## src/hw/rtl/itoar_pkg.sv

```systemverilog
// itoar_pkg: shared constants, command/status structs and the digit-to-ascii helper
// for the integer to ascii radix converter; no dependencies

package itoar_pkg;

  // default parameter values
  localparam int VALUE_BITS_DEF = 32;
  localparam int MAX_DIGITS_DEF = 32;

  // field widths fixed by the interface
  localparam int RADIX_W = 6;
  localparam int CHAR_W  = 8;

  // quotient bits produced per divider cycle
  localparam int CHUNK = 8;

  // radix limits
  localparam logic [RADIX_W-1:0] MIN_RADIX = 6'd2;
  localparam logic [RADIX_W-1:0] MAX_RADIX = 6'd36;
  localparam logic [RADIX_W-1:0] DEC_RADIX = 6'd10;
  localparam logic [RADIX_W-1:0] DIGIT_NINE = 6'd9;
  localparam logic [RADIX_W-1:0] DIGIT_TEN  = 6'd10;

  // ascii codes
  localparam logic [CHAR_W-1:0] CH_NUL   = 8'h00;
  localparam logic [CHAR_W-1:0] CH_ZERO  = 8'h30;
  localparam logic [CHAR_W-1:0] CH_A     = 8'h61;
  localparam logic [CHAR_W-1:0] CH_MINUS = 8'h2D;

  // controller to datapath commands
  typedef struct packed {
    logic load;   // transaction accepted
    logic div;    // one divider cycle
    logic sign;   // emit the leading minus
    logic rd;     // read one stored digit for output
  } itoar_cmd_t;

  // datapath to controller status
  typedef struct packed {
    logic in_bad;     // radix on the input ports is out of range
    logic step_last;  // current divider cycle finishes a digit
    logic div_done;   // no more digits after this one
    logic neg;        // leading minus due
    logic rd_zero;    // read pointer at the least significant digit
    logic pend;       // a digit read is in flight to the output
  } itoar_sts_t;

  function automatic logic [CHAR_W-1:0] char_of_digit(input logic [RADIX_W-1:0] d);
    logic [CHAR_W-1:0] dx;
    dx = {{(CHAR_W-RADIX_W){1'b0}}, d};
    if (d > DIGIT_NINE) begin
      return dx - {{(CHAR_W-RADIX_W){1'b0}}, DIGIT_TEN} + CH_A;
    end
    return dx + CH_ZERO;
  endfunction

endpackage

```

## src/hw/rtl/itoar_ctrl.sv

```systemverilog
// itoar_ctrl: sequencing state machine of the integer to ascii radix converter
// depends on itoar_pkg

module itoar_ctrl (
  input  logic               clk,
  input  logic               rst_n,
  input  logic               start,
  output logic               busy,
  input  itoar_pkg::itoar_sts_t sts,
  output itoar_pkg::itoar_cmd_t cmd
);

  typedef enum logic [3:0] {
    ST_IDLE = 4'b0001,
    ST_DIV  = 4'b0010,
    ST_SIGN = 4'b0100,
    ST_OUT  = 4'b1000
  } itoar_state_t;

  itoar_state_t state_r, state_nxt;

  assign busy = (state_r != ST_IDLE) || sts.pend;

  always_comb begin
    state_nxt = state_r;
    cmd       = '0;
    case (state_r)
      ST_IDLE: begin
        cmd.load = start && !busy;
        if (start && !busy && !sts.in_bad) begin
          state_nxt = ST_DIV;
        end
      end
      ST_DIV: begin
        cmd.div = 1'b1;
        if (sts.step_last && sts.div_done) begin
          state_nxt = sts.neg ? ST_SIGN : ST_OUT;
        end
      end
      ST_SIGN: begin
        cmd.sign  = 1'b1;
        state_nxt = ST_OUT;
      end
      ST_OUT: begin
        cmd.rd = 1'b1;
        if (sts.rd_zero) begin
          state_nxt = ST_IDLE;
        end
      end
      default: begin
        state_nxt = ST_IDLE;
      end
    endcase
  end

  always_ff @(posedge clk) begin
    if (!rst_n) begin
      state_r <= ST_IDLE;
    end else begin
      state_r <= state_nxt;
    end
  end

endmodule

```

## src/hw/rtl/itoar_dp.sv

```systemverilog
// itoar_dp: magnitude register, chunked restoring divider, digit store and output registers
// depends on itoar_pkg

module itoar_dp #(
  parameter int VALUE_BITS = itoar_pkg::VALUE_BITS_DEF,
  parameter int MAX_DIGITS = itoar_pkg::MAX_DIGITS_DEF
) (
  input  logic                                 clk,
  input  logic                                 rst_n,
  input  logic signed [VALUE_BITS-1:0]         in_value,
  input  logic [itoar_pkg::RADIX_W-1:0]        in_radix,
  input  itoar_pkg::itoar_cmd_t                cmd,
  output itoar_pkg::itoar_sts_t                sts,
  output logic                                 out_valid,
  output logic [itoar_pkg::CHAR_W-1:0]         out_char_code,
  output logic                                 out_last,
  output logic                                 out_bad_radix
);

  localparam int CHUNK    = itoar_pkg::CHUNK;
  localparam int RADIX_W  = itoar_pkg::RADIX_W;
  localparam int CHAR_W   = itoar_pkg::CHAR_W;
  localparam int STEPS    = (VALUE_BITS + CHUNK - 1) / CHUNK;
  localparam int PAD_BITS = STEPS * CHUNK;
  localparam int STEP_W   = (STEPS > 1) ? $clog2(STEPS) : 1;
  localparam int CNT_W    = $clog2(MAX_DIGITS + 1);
  localparam int IDX_W    = $clog2(MAX_DIGITS);

  logic [PAD_BITS-1:0]     quo_r;
  logic [RADIX_W-1:0]      rem_r;
  logic [RADIX_W-1:0]      radix_r;
  logic                    neg_r;
  logic [STEP_W-1:0]       step_r;
  logic [CNT_W-1:0]        cnt_r;
  logic [IDX_W-1:0]        rd_idx_r;
  logic [RADIX_W-1:0]      digit_mem [MAX_DIGITS];
  logic [RADIX_W-1:0]      rd_data_r;
  logic                    pend_r;
  logic                    pend_last_r;
  logic                    out_valid_r;
  logic [CHAR_W-1:0]       out_char_r;
  logic                    out_last_r;
  logic                    out_bad_r;

  logic [VALUE_BITS-1:0]   val_u;
  logic                    in_bad;
  logic                    in_neg;
  logic [VALUE_BITS-1:0]   mag;
  logic [CHUNK-1:0]        qbits;
  logic [RADIX_W-1:0]      rem_nxt;
  logic [PAD_BITS+CHUNK-1:0] quo_sh;
  logic [PAD_BITS-1:0]     quo_nxt;
  logic [CNT_W-1:0]        cnt_inc;
  logic [CNT_W-1:0]        cap;
  logic                    step_last;

  assign val_u  = $unsigned(in_value);
  assign in_bad = (in_radix < itoar_pkg::MIN_RADIX) || (in_radix > itoar_pkg::MAX_RADIX);
  assign in_neg = (in_radix == itoar_pkg::DEC_RADIX) && val_u[VALUE_BITS-1];
  assign mag    = in_neg ? (~val_u + VALUE_BITS'(1)) : val_u;

  // restoring division, one chunk of quotient bits per cycle
  always_comb begin
    logic [RADIX_W:0]   t;
    logic [RADIX_W-1:0] r;
    logic [CHUNK-1:0]   top;
    r   = rem_r;
    top = quo_r[PAD_BITS-1 -: CHUNK];
    for (int i = CHUNK - 1; i >= 0; i--) begin
      t = {r, top[i]};
      if (t >= {1'b0, radix_r}) begin
        t        = t - {1'b0, radix_r};
        qbits[i] = 1'b1;
      end else begin
        qbits[i] = 1'b0;
      end
      r = t[RADIX_W-1:0];
    end
    rem_nxt = r;
  end

  assign quo_sh    = {quo_r, qbits};
  assign quo_nxt   = quo_sh[PAD_BITS-1:0];
  assign cnt_inc   = cnt_r + CNT_W'(1);
  assign cap       = CNT_W'(MAX_DIGITS) - CNT_W'(neg_r);
  assign step_last = (step_r == STEP_W'(STEPS - 1));

  always_comb begin
    sts           = '0;
    sts.in_bad    = in_bad;
    sts.step_last = step_last;
    sts.div_done  = (quo_nxt == '0) || (cnt_inc >= cap);
    sts.neg       = neg_r;
    sts.rd_zero   = (rd_idx_r == '0);
    sts.pend      = pend_r;
  end

  // working registers
  always_ff @(posedge clk) begin
    if (cmd.load) begin
      quo_r   <= PAD_BITS'(mag);
      rem_r   <= '0;
      radix_r <= in_radix;
    end else if (cmd.div) begin
      quo_r <= quo_nxt;
      rem_r <= step_last ? '0 : rem_nxt;
    end
  end

  always_ff @(posedge clk) begin
    if (!rst_n) begin
      neg_r    <= 1'b0;
      step_r   <= '0;
      cnt_r    <= '0;
      rd_idx_r <= '0;
    end else if (cmd.load) begin
      neg_r  <= in_neg;
      step_r <= '0;
      cnt_r  <= '0;
    end else if (cmd.div) begin
      if (step_last) begin
        step_r   <= '0;
        cnt_r    <= cnt_inc;
        rd_idx_r <= cnt_r[IDX_W-1:0];
      end else begin
        step_r <= step_r + STEP_W'(1);
      end
    end else if (cmd.rd) begin
      rd_idx_r <= rd_idx_r - IDX_W'(1);
    end
  end

  // digit store, least significant first
  always_ff @(posedge clk) begin
    if (cmd.div && step_last) begin
      digit_mem[cnt_r[IDX_W-1:0]] <= rem_nxt;
    end
  end

  always_ff @(posedge clk) begin
    if (cmd.rd) begin
      rd_data_r <= digit_mem[rd_idx_r];
    end
  end

  always_ff @(posedge clk) begin
    if (!rst_n) begin
      pend_r      <= 1'b0;
      pend_last_r <= 1'b0;
    end else begin
      pend_r      <= cmd.rd;
      pend_last_r <= cmd.rd && (rd_idx_r == '0);
    end
  end

  // output registers
  always_ff @(posedge clk) begin
    if (!rst_n) begin
      out_valid_r <= 1'b0;
    end else begin
      out_valid_r <= pend_r || cmd.sign || (cmd.load && in_bad);
    end
  end

  always_ff @(posedge clk) begin
    if (pend_r) begin
      out_char_r <= itoar_pkg::char_of_digit(rd_data_r);
      out_last_r <= pend_last_r;
      out_bad_r  <= 1'b0;
    end else if (cmd.sign) begin
      out_char_r <= itoar_pkg::CH_MINUS;
      out_last_r <= 1'b0;
      out_bad_r  <= 1'b0;
    end else if (cmd.load && in_bad) begin
      out_char_r <= itoar_pkg::CH_NUL;
      out_last_r <= 1'b1;
      out_bad_r  <= 1'b1;
    end
  end

  assign out_valid     = out_valid_r;
  assign out_char_code = out_char_r;
  assign out_last      = out_last_r;
  assign out_bad_radix = out_bad_r;

`ifndef NO_ASSERTIONS
  // a new transaction never lands on a digit still in flight to the output
  a_no_load_on_pend: assert property (@(posedge clk) disable iff (!rst_n)
    pend_r |-> !cmd.load)
    else $error("transaction accepted while a digit is in flight");

  // the divider only runs with a legal radix
  a_div_radix_ok: assert property (@(posedge clk) disable iff (!rst_n)
    cmd.div |-> (radix_r >= itoar_pkg::MIN_RADIX && radix_r <= itoar_pkg::MAX_RADIX))
    else $error("divider running with an illegal radix");

  // every digit read hits an entry written by this conversion
  a_rd_in_range: assert property (@(posedge clk) disable iff (!rst_n)
    cmd.rd |-> (CNT_W'(rd_idx_r) < cnt_r))
    else $error("digit read beyond the stored count");

  // the digit count never exceeds its capacity
  a_cnt_cap: assert property (@(posedge clk) disable iff (!rst_n)
    cmd.div && step_last |-> (cnt_r < cap))
    else $error("digit store overflow");
`endif

endmodule

```

## src/hw/rtl/integer_to_ascii_radix_top.sv

```systemverilog
// integer_to_ascii_radix_top: top level of the integer to ascii radix converter
// depends on itoar_pkg, itoar_ctrl and itoar_dp

// Converts one VALUE_BITS-bit integer to its text form in radix 2..36 and sends
// the ascii characters out most significant first, with out_last on the final
// one; digits above 9 use 'a'..'z', zero gives a single '0', and a negative value
// is shown with a leading '-' only in radix 10 (every other radix reads the value
// as an unsigned bit pattern). A transaction is accepted when start is high and
// busy is low. The receiver cannot stall: each character is on the out_ ports for
// exactly one cycle with out_valid high. A radix outside 2..36 gives one result
// with char code 0, out_last and out_bad_radix set, in the cycle after acceptance,
// and the block takes a new transaction in that same cycle.
// For a legal radix each digit is one full pass of the shared restoring divider
// over the zero-padded magnitude, which settles eight quotient bits per cycle; the
// digits then stream out back to back, each read from the digit store into a
// register and then loaded into the output registers. A leading minus goes out
// from the sign state after division ends, ahead of the digit reads, with a gap
// before the first digit. busy drops with the last character on the ports.
module integer_to_ascii_radix_top #(
  parameter int VALUE_BITS = itoar_pkg::VALUE_BITS_DEF,
  parameter int MAX_DIGITS = itoar_pkg::MAX_DIGITS_DEF
) (
  input  logic                          clk,
  input  logic                          rst_n,
  // input transaction
  input  logic                          start,
  output logic                          busy,
  input  logic signed [VALUE_BITS-1:0]  in_value,
  input  logic [itoar_pkg::RADIX_W-1:0] in_radix,
  // character stream
  output logic                          out_valid,
  output logic [itoar_pkg::CHAR_W-1:0]  out_char_code,
  output logic                          out_last,
  output logic                          out_bad_radix
);

  itoar_pkg::itoar_cmd_t cmd;
  itoar_pkg::itoar_sts_t sts;

  // sequencer: idle, divide, optional sign, stream digits
  itoar_ctrl u_ctrl (
    .clk   (clk),
    .rst_n (rst_n),
    .start (start),
    .busy  (busy),
    .sts   (sts),
    .cmd   (cmd)
  );

  // magnitude, divider, digit store and output registers
  itoar_dp #(
    .VALUE_BITS (VALUE_BITS),
    .MAX_DIGITS (MAX_DIGITS)
  ) u_dp (
    .clk           (clk),
    .rst_n         (rst_n),
    .in_value      (in_value),
    .in_radix      (in_radix),
    .cmd           (cmd),
    .sts           (sts),
    .out_valid     (out_valid),
    .out_char_code (out_char_code),
    .out_last      (out_last),
    .out_bad_radix (out_bad_radix)
  );

endmodule

```

## config.mk

```make
export PLATFORM = sky130hd
export DESIGN_NAME = integer_to_ascii_radix_top
export DESIGN_NICKNAME = d
export VERILOG_FILES = /design/src/hw/rtl/itoar_pkg.sv /design/src/hw/rtl/itoar_ctrl.sv /design/src/hw/rtl/itoar_dp.sv /design/src/hw/rtl/integer_to_ascii_radix_top.sv
export SDC_FILE = /design/constraint.sdc
export NUM_CORES = 1
export LEC_CHECK = 0
export BUFFER_PORTS_ARGS = -buffer_cell sky130_fd_sc_hd__buf_4
export CAP_MARGIN = 20
export CORE_ASPECT_RATIO = 1.4
export CORE_MARGIN = 4
export CORE_UTILIZATION = 30
export DETAILED_ROUTE_END_ITERATION = 6
export GPL_TIMING_DRIVEN = 0
export HOLD_SLACK_MARGIN = 0.02
export SETUP_SLACK_MARGIN = 0.1
export SYNTH_ARGS = -nofsm -noshare
export SYNTH_HDL_FRONTEND = slang
export SYNTH_HIERARCHICAL = 1
export SYNTH_SLANG_ARGS = --single-unit
export TNS_END_PERCENT = 1
```

## constraint.sdc

```tcl
create_clock -name clk -period 19.89 [get_ports clk]
set_input_delay 3.978 -clock clk [delete_from_list [all_inputs] [get_ports clk]]
set_output_delay 3.978 -clock clk [all_outputs]
set_load 0.02 [all_outputs]
```

==> out/results.ini, run 1 <==
[run_status]
outcome=finished, final reports clean

[detailed_routing]
wl_per_cell_um=19.1
vias=9557
drcViolationCount=0
final_antenna_net_count=0
routed_wirelength_um=36000
routed_via_density=5.08
drtIter0Drc=558
dr.pass1.iters=5

[die]
die-area_um2=52800
ioPinCount=53
die_h_um=270
die_x_um=195
core-area_um2=48400
row_count=95
start_util=0.305

[finish]
nets=1351
diodes=0
syn2layout_area_growth_pct=16.4
fill_cells=4639
final_layout_size_suffix_gt1_frac=0.190

[setup_path]
cp_slowest_stage_delay_ns=0.51
arrival_ns=18.71
cp.required_ns=20.19
end_kind=register
r2r_slack_ns=1.48
crit_type=reg2reg
startpoint=u_dp/radix_r[2]$_DFFE_PP_
slowest_stage=ha_1
rr_startpoint=u_dp/radix_r[2]$_DFFE_PP_
crit_end=u_dp/digit_mem[9][1]$_DFFE_PP_
worst_r2r_path_depth=74
cp_max_fo=17
worstReg2RegEnd=u_dp/digit_mem[9][1]$_DFFE_PP_
cp-start-kind=register

[logic_synthesis]
yosys_most_used_dff=edfxtp_1
synth_area_leaders=edfxtp_1, mux4_2, ha_1
synth_cell_types=79
synth_seq_cells=273
yosys_warnings=6
netlist.area_leader.share=0.499
netlist.top_cell.by_area=edfxtp_1
syn_nets=1254
synth_edf_count=245
avgSynthCellArea_um2=13.0
synth.yosys.seq_area_share=0.537
synth_cells=1137
synthArstFlopShare=0
netlist_area_um2=14800

[sta]
finalSetupViolations=0
min_period_over_period=0.926
clock.fmax_mhz=54.3
drv_slew=0
hold_slack_ns=0.487
hold_viol_final=0
tightest_slew_ns=0.888
period_minus_slack_ns=18.41
setup_slack_ns=1.48
slew_headroom=0.408
rsz0062_at_grt=no
fin_skew_ns=0.0190

[global_route]
grt_pass1_vias=9834
antenna_found_initial=0
grtUsageTotal=0.130
grt_overflow=0
grt_max_degree=34
grt_pass1_wl_um=54800

[hold_path]
hold_class=reg2reg

[clock_network]
cts-root-buf=clkbuf_16
numCtsBuffers=26
clock_path_buffers=3
path_clk_slew_ns=0.06
ctsHtreeMaxLevel=1
clock_latency_ns=0.55
holdBufCountCts=0
cts.sinks=273
tritoncts=yes

[place]
dp_hpwl_um=25700
portBuffers=52
routabilityCongestion=0.827
dpl_worst_slack_ns=-0.214

[job]
max_cap_viol_count=0

layout make-up:
cell class | instances | area [um2] | area share
buffer | 43 | 188 | 0.0109
clock buffer | 29 | 662 | 0.0385
inverter | 60 | 233 | 0.0135
sequential | 273 | 7920 | 0.461
timing repair buffer | 67 | 559 | 0.0326
multi-input combinational | 763 | 6560 | 0.382
clock inverter | 17 | 272 | 0.0158
tap | 630 | 788 | 0.0459
routing by layer:
layer  wire length, um  GRT usage  vias to the layer above  share of wire
met5                 0          0                        -              0
met4              1440     0.0575                        0          0.040
met3              1300     0.0175                       68          0.036
met2             19200      0.239                      199           0.53
met1             14000      0.150                     4772           0.39
li1                  -          -                     4518              -
cell usage in the layout, fill, tap and decap left out, drive strengths merged, types with 7 or more instances in the layout:
cell	netlist	final
nand2	57	57
dfxtp	28	28
a21o	18	18
xnor2	40	40
fa	8	8
nand2b	14	14
nand3	14	14
clkinv	0	7
mux2	23	23
and3	11	11
edfxtp	245	245
a211oi	8	8
a21oi	83	85
o21ai	33	33
nor2b	16	16
mux2i	30	30
inv	60	62
o21a	11	11
nor4	14	14
ha	68	68
nor3	11	11
mux4	60	60
buf	16	83
clkbuf	27	56
nor2	109	109
and2	8	8
xor2	28	28
synth_stat cells, types with 4 or more instances:
| library cell | instances |
|---|---|
| a211oi_1 | 5 |
| a21o_1 | 18 |
| a21oi_1 | 80 |
| a22o_1 | 6 |
| a31oi_1 | 5 |
| and2_1 | 8 |
| and3_1 | 11 |
| and4_1 | 4 |
| buf_1 | 9 |
| buf_4 | 4 |
| clkbuf_1 | 27 |
| dfxtp_1 | 28 |
| edfxtp_1 | 245 |
| fa_1 | 8 |
| ha_1 | 68 |
| inv_1 | 59 |
| mux2_2 | 21 |
| mux2i_1 | 29 |
| mux4_2 | 60 |
| nand2_1 | 57 |
| nand2b_1 | 14 |
| nand3_1 | 14 |
| nand4_1 | 4 |
| nor2_1 | 109 |
| nor2b_1 | 16 |
| nor3_1 | 11 |
| nor3b_1 | 5 |
| nor4_1 | 14 |
| o21a_1 | 11 |
| o21ai_0 | 32 |
| o221ai_1 | 4 |
| o31ai_1 | 6 |
| or2_2 | 4 |
| or3_1 | 4 |
| xnor2_1 | 40 |
| xor2_1 | 28 |
flip-flops by register name, indices dropped and copies added, names as in the netlist, 2 cells and up:
signal              count
u_dp/step_r             2
u_dp/quo_r             32
u_ctrl/state_r          4
u_dp/cnt_r              6
u_dp/rem_r              6
u_dp/rd_data_r          6
u_dp/out_char_code      8
u_dp/rd_idx_r           5
u_dp/digit_mem        192
u_dp/radix_r            6
worst min-delay path by stage:
stage	from	to	slack [ns]	depth (start not counted)
floorplan	u_dp/rem_r[5]$_SDFFE_PP0P_	u_dp/rem_r[5]$_SDFFE_PP0P_	0.44	1
global placement	u_dp/rem_r[5]$_SDFFE_PP0P_	u_dp/rem_r[5]$_SDFFE_PP0P_	0.46	1
detailed placement	u_dp/rem_r[5]$_SDFFE_PP0P_	u_dp/rem_r[5]$_SDFFE_PP0P_	0.47	1
CTS	u_dp/rem_r[5]$_SDFFE_PP0P_	u_dp/rem_r[5]$_SDFFE_PP0P_	0.48	1
global route	u_dp/rem_r[5]$_SDFFE_PP0P_	u_dp/rem_r[5]$_SDFFE_PP0P_	0.52	1
finish	u_dp/rem_r[5]$_SDFFE_PP0P_	u_dp/rem_r[5]$_SDFFE_PP0P_	0.49	1
worst max-delay path, delay by kind of cell, from the launching register on:
kind	cells	cell delay, ns
buffers and inverters	9	1.74
adders and majority gates	8	2.56
AOI/OAI and AO/OA	38	8.95
and+or+nand+nor	12	1.79
muxes	7	2.69
DFF	1	0.38
cells by family after synthesis:
kind of cell | Yosys count | share of synthesized area
compound gates | 211 | 0.0968
xor+xnor | 68 | 0.0404
fa+ha+maj | 76 | 0.0685
buf+inv | 103 | 0.0279
flops | 273 | 0.537
mux | 113 | 0.130
simple gates | 293 | 0.0996
per-stage QoR:
stage                     area, um2  setup TNS [ns]   util  std cells
after floorplan               14800               0      -       1137
final                         17200               0  0.355       1882
after global placement        15900         -177.42  0.329       1819
after detailed placement      16100          -14.74  0.332       1824
after CTS                     17000               0  0.352       1871
after global routing          17200               0  0.355       1882
what timing repair did:
item | CTS | global route
gates cloned | 0 | 2
pin swaps | 0 | 2
buffers inserted | 1 | 8
resized for setup | 0 | 18
endpoints found under the setup margin | 193 | 202
Power of run 1 is left out: the tool's default activity adds up to more than one toggle a clock period on the data nets, which glitch-free logic cannot reach.
==> run 2, diff against run 1 <==
--- a/config.mk
+++ b/config.mk
@@ -5,6 +5,7 @@
 export SDC_FILE = /design/constraint.sdc
 export NUM_CORES = 1
 export LEC_CHECK = 0
+export ABC_AREA = 1
 export BUFFER_PORTS_ARGS = -buffer_cell sky130_fd_sc_hd__buf_4
 export CAP_MARGIN = 20
 export CORE_ASPECT_RATIO = 1.4
==> out/results.ini, run 2 <==
[finish]
diodes=0  ; unchanged
final_cells=2314  ; +23%
multi_input_area_um2=6310  ; -3.8%
fill_cells=5063  ; +9.1%
layout.area.seq_um2=7920  ; unchanged
largest_reg_flops=192  ; unchanged
nets=1771  ; +31%
final_layout_size_suffix_gt1_frac=0.107  ; -0.0836
syn2layout_area_growth_pct=14.2
layout_common_cells=edfxtp_1, nand2_1, nor2_1, o21ai_0, inv_1
final_common_cell=edfxtp_1
post-route-util=0.345  ; -0.00984

[setup_path]
arrival_ns=16.00  ; -2.71 ns
crit_end=u_dp/digit_mem[2][2]$_DFFE_PP_
cp-start-kind=register
end_kind=register
cp_slowest_stage_delay_ns=0.75  ; +0.24 ns
cp_max_fo=21  ; +4
crit_type=reg2reg
cpMostUsedCell=a21oi_1
r2r_slack_ns=4.28  ; +2.80 ns
slowest_stage=edfxtp_1
rr_startpoint=u_dp/radix_r[1]$_DFFE_PP_
worstReg2RegEnd=u_dp/digit_mem[2][2]$_DFFE_PP_
cp.required_ns=20.28  ; +0.09 ns
worst_r2r_path_depth=77  ; +4.1%
startpoint=u_dp/radix_r[1]$_DFFE_PP_

[sta]
clock.fmax_mhz=64.1  ; +18%
fin_skew_ns=0.0127  ; -0.00634 ns
min_period_over_period=0.785  ; -0.141
finalSetupViolations=0  ; unchanged
drv_slew=0  ; unchanged
tightest_slew_ns=0.903  ; +0.0151 ns
slew_headroom=0.393  ; -0.0151
rsz0062_at_grt=no
hold_viol_final=0  ; unchanged
timing.setup.tns_ns=0  ; unchanged
period_minus_slack_ns=15.61  ; -2.80 ns

[logic_synthesis]
synthArstFlopShare=0  ; unchanged
yosys_warnings=6  ; unchanged
synthTopCellsByCount=edfxtp_1, nand2_1, nor2_1, o21ai_0, inv_1
yosysMostFrequentCell=edfxtp_1
synth_cell_types=54  ; -32%
netlist_area_um2=15100  ; +2.5%
synth_edf_count=245  ; unchanged
netlist.top_cell.by_area=edfxtp_1
netlist.area_leader.share=0.487  ; -0.0119
synth_area_leaders=edfxtp_1, o21ai_0, ha_1
synth.yosys.seq_area_share=0.524  ; -0.0128
syn_nets=1686  ; +34%
avgSynthCellArea_um2=9.63  ; -26%
yosys_most_used_dff=edfxtp_1
synth_seq_cells=273  ; unchanged
synth_cells=1569  ; +38%

[hold_path]
hold_class=reg2reg

[detailed_routing]
drcViolationCount=0  ; unchanged
drtIter0Drc=901  ; +61%
final_antenna_net_count=0  ; unchanged
routed_wirelength_um=41300  ; +15%
wl_per_cell_um=17.9  ; -6.7%
vias=11800  ; +23%
dr.pass1.iters=5  ; unchanged
routed_via_density=5.10  ; +0.33%

[global_route]
grt_overflow=0  ; unchanged
grtUsageTotal=0.148  ; +0.0180
grt_max_degree=34  ; unchanged
antenna_found_initial=0  ; unchanged
grt_pass1_vias=12000  ; +22%
grt_pass1_wl_um=64400  ; +17%

[run_status]
outcome=finished, final reports clean

[clock_network]
ctsHtreeMaxLevel=1  ; unchanged
postCtsSetupBuffers=0  ; -1
holdBufCountCts=0  ; unchanged
cts.sinks=273  ; unchanged
tritoncts=yes
cts_resized=0  ; unchanged
cts-root-buf=clkbuf_16
path_clk_slew_ns=0.07  ; about the same
clock_path_buffers=3  ; unchanged
numCtsBuffers=25  ; -3.8%
clock_latency_ns=0.54  ; about the same

[place]
dp_cells=2268  ; +24%
routabilityCongestion=0.918  ; +11%
portBuffers=52  ; unchanged
dp_hpwl_um=30300  ; +18%

[die]
start_util=0.302  ; -0.00268
core-area_um2=50000  ; +3.4%
die-area_um2=54100  ; +2.4%
die_x_um=198  ; +1.2%
die_h_um=274  ; +1.2%
ioPinCount=53  ; unchanged
row_count=97  ; +2.1%

[job]
max_cap_viol_count=0  ; unchanged

## run 2: changes by cell type in the layout (fill, tap and decap cells not counted), sizes merged, moves of 30 or more
cell / delta
o221ai: +36
a21oi: -30
inv: +102
nand2: +177
o21ai: +162
mux2i: -30
mux4: -60
nand3: +66
nor2: +105
## run 2: area by class of cell
class | instances | area share
clock inverter | 17 | 0.00877
sequential | 273 | 0.459
multi-input combinational | 1072 | 0.366
clock buffer | 27 | 0.0367
timing repair buffer | 58 | 0.0320
inverter | 164 | 0.0357
buffer | 60 | 0.0161
tap | 643 | 0.0466
## run 2: how the worst min path moves through the flow
stage,startpoint,slack [ns],depth (start not counted),to
final,u_dp/out_bad_radix$_SDFFE_PP0P_,0.45,2,u_dp/out_bad_radix$_SDFFE_PP0P_
after floorplan,u_dp/step_r[0]$_SDFFE_PP0P_,0.44,2,u_dp/step_r[0]$_SDFFE_PP0P_
after global routing,u_dp/out_bad_radix$_SDFFE_PP0P_,0.48,2,u_dp/out_bad_radix$_SDFFE_PP0P_
after global placement,u_dp/out_bad_radix$_SDFFE_PP0P_,0.44,2,u_dp/out_bad_radix$_SDFFE_PP0P_
after CTS,u_dp/out_bad_radix$_SDFFE_PP0P_,0.45,2,u_dp/out_bad_radix$_SDFFE_PP0P_
after detailed placement,u_dp/out_bad_radix$_SDFFE_PP0P_,0.44,2,u_dp/out_bad_radix$_SDFFE_PP0P_
## run 2: critical path, delay by kind of cell (launching register included)
family / cells / cell delay [ns]
buf+inv: 13 / 1.82
fa+ha+maj: 8 / 2.75
simple gates: 25 / 3.68
compound gates: 31 / 6.41
flops: 1 / 0.75
## run 2: cell families after synthesis
kind of cell               after synthesis  share of synthesized area
AOI/OAI and AO/OA                      345                      0.134
xor gates and xnor gates                68                     0.0394
adders and majority gates               76                     0.0669
buffers and inverters                  224                     0.0591
DFF                                    273                      0.524
and+or+nand+nor                        583                      0.176
## run 2: per-stage QoR
step	area (um2)	hold WS [ns]	setup slack [ns]
floorplan	15100	0.443	6.93
global placement	16300	0.440	3.98
detailed placement	16400	0.440	3.86
CTS	17200	0.450	3.81
global route	17300	0.484	2.63
finish	17300	0.448	4.28
## run 2: routing by layer
metal  wire length (um)  global-route usage
met1              16100               0.170
met2              21400               0.277
met3               1910              0.0123
met4               1940              0.0676
met5                  0                   0
Power of run 2 is left out for the same reason.
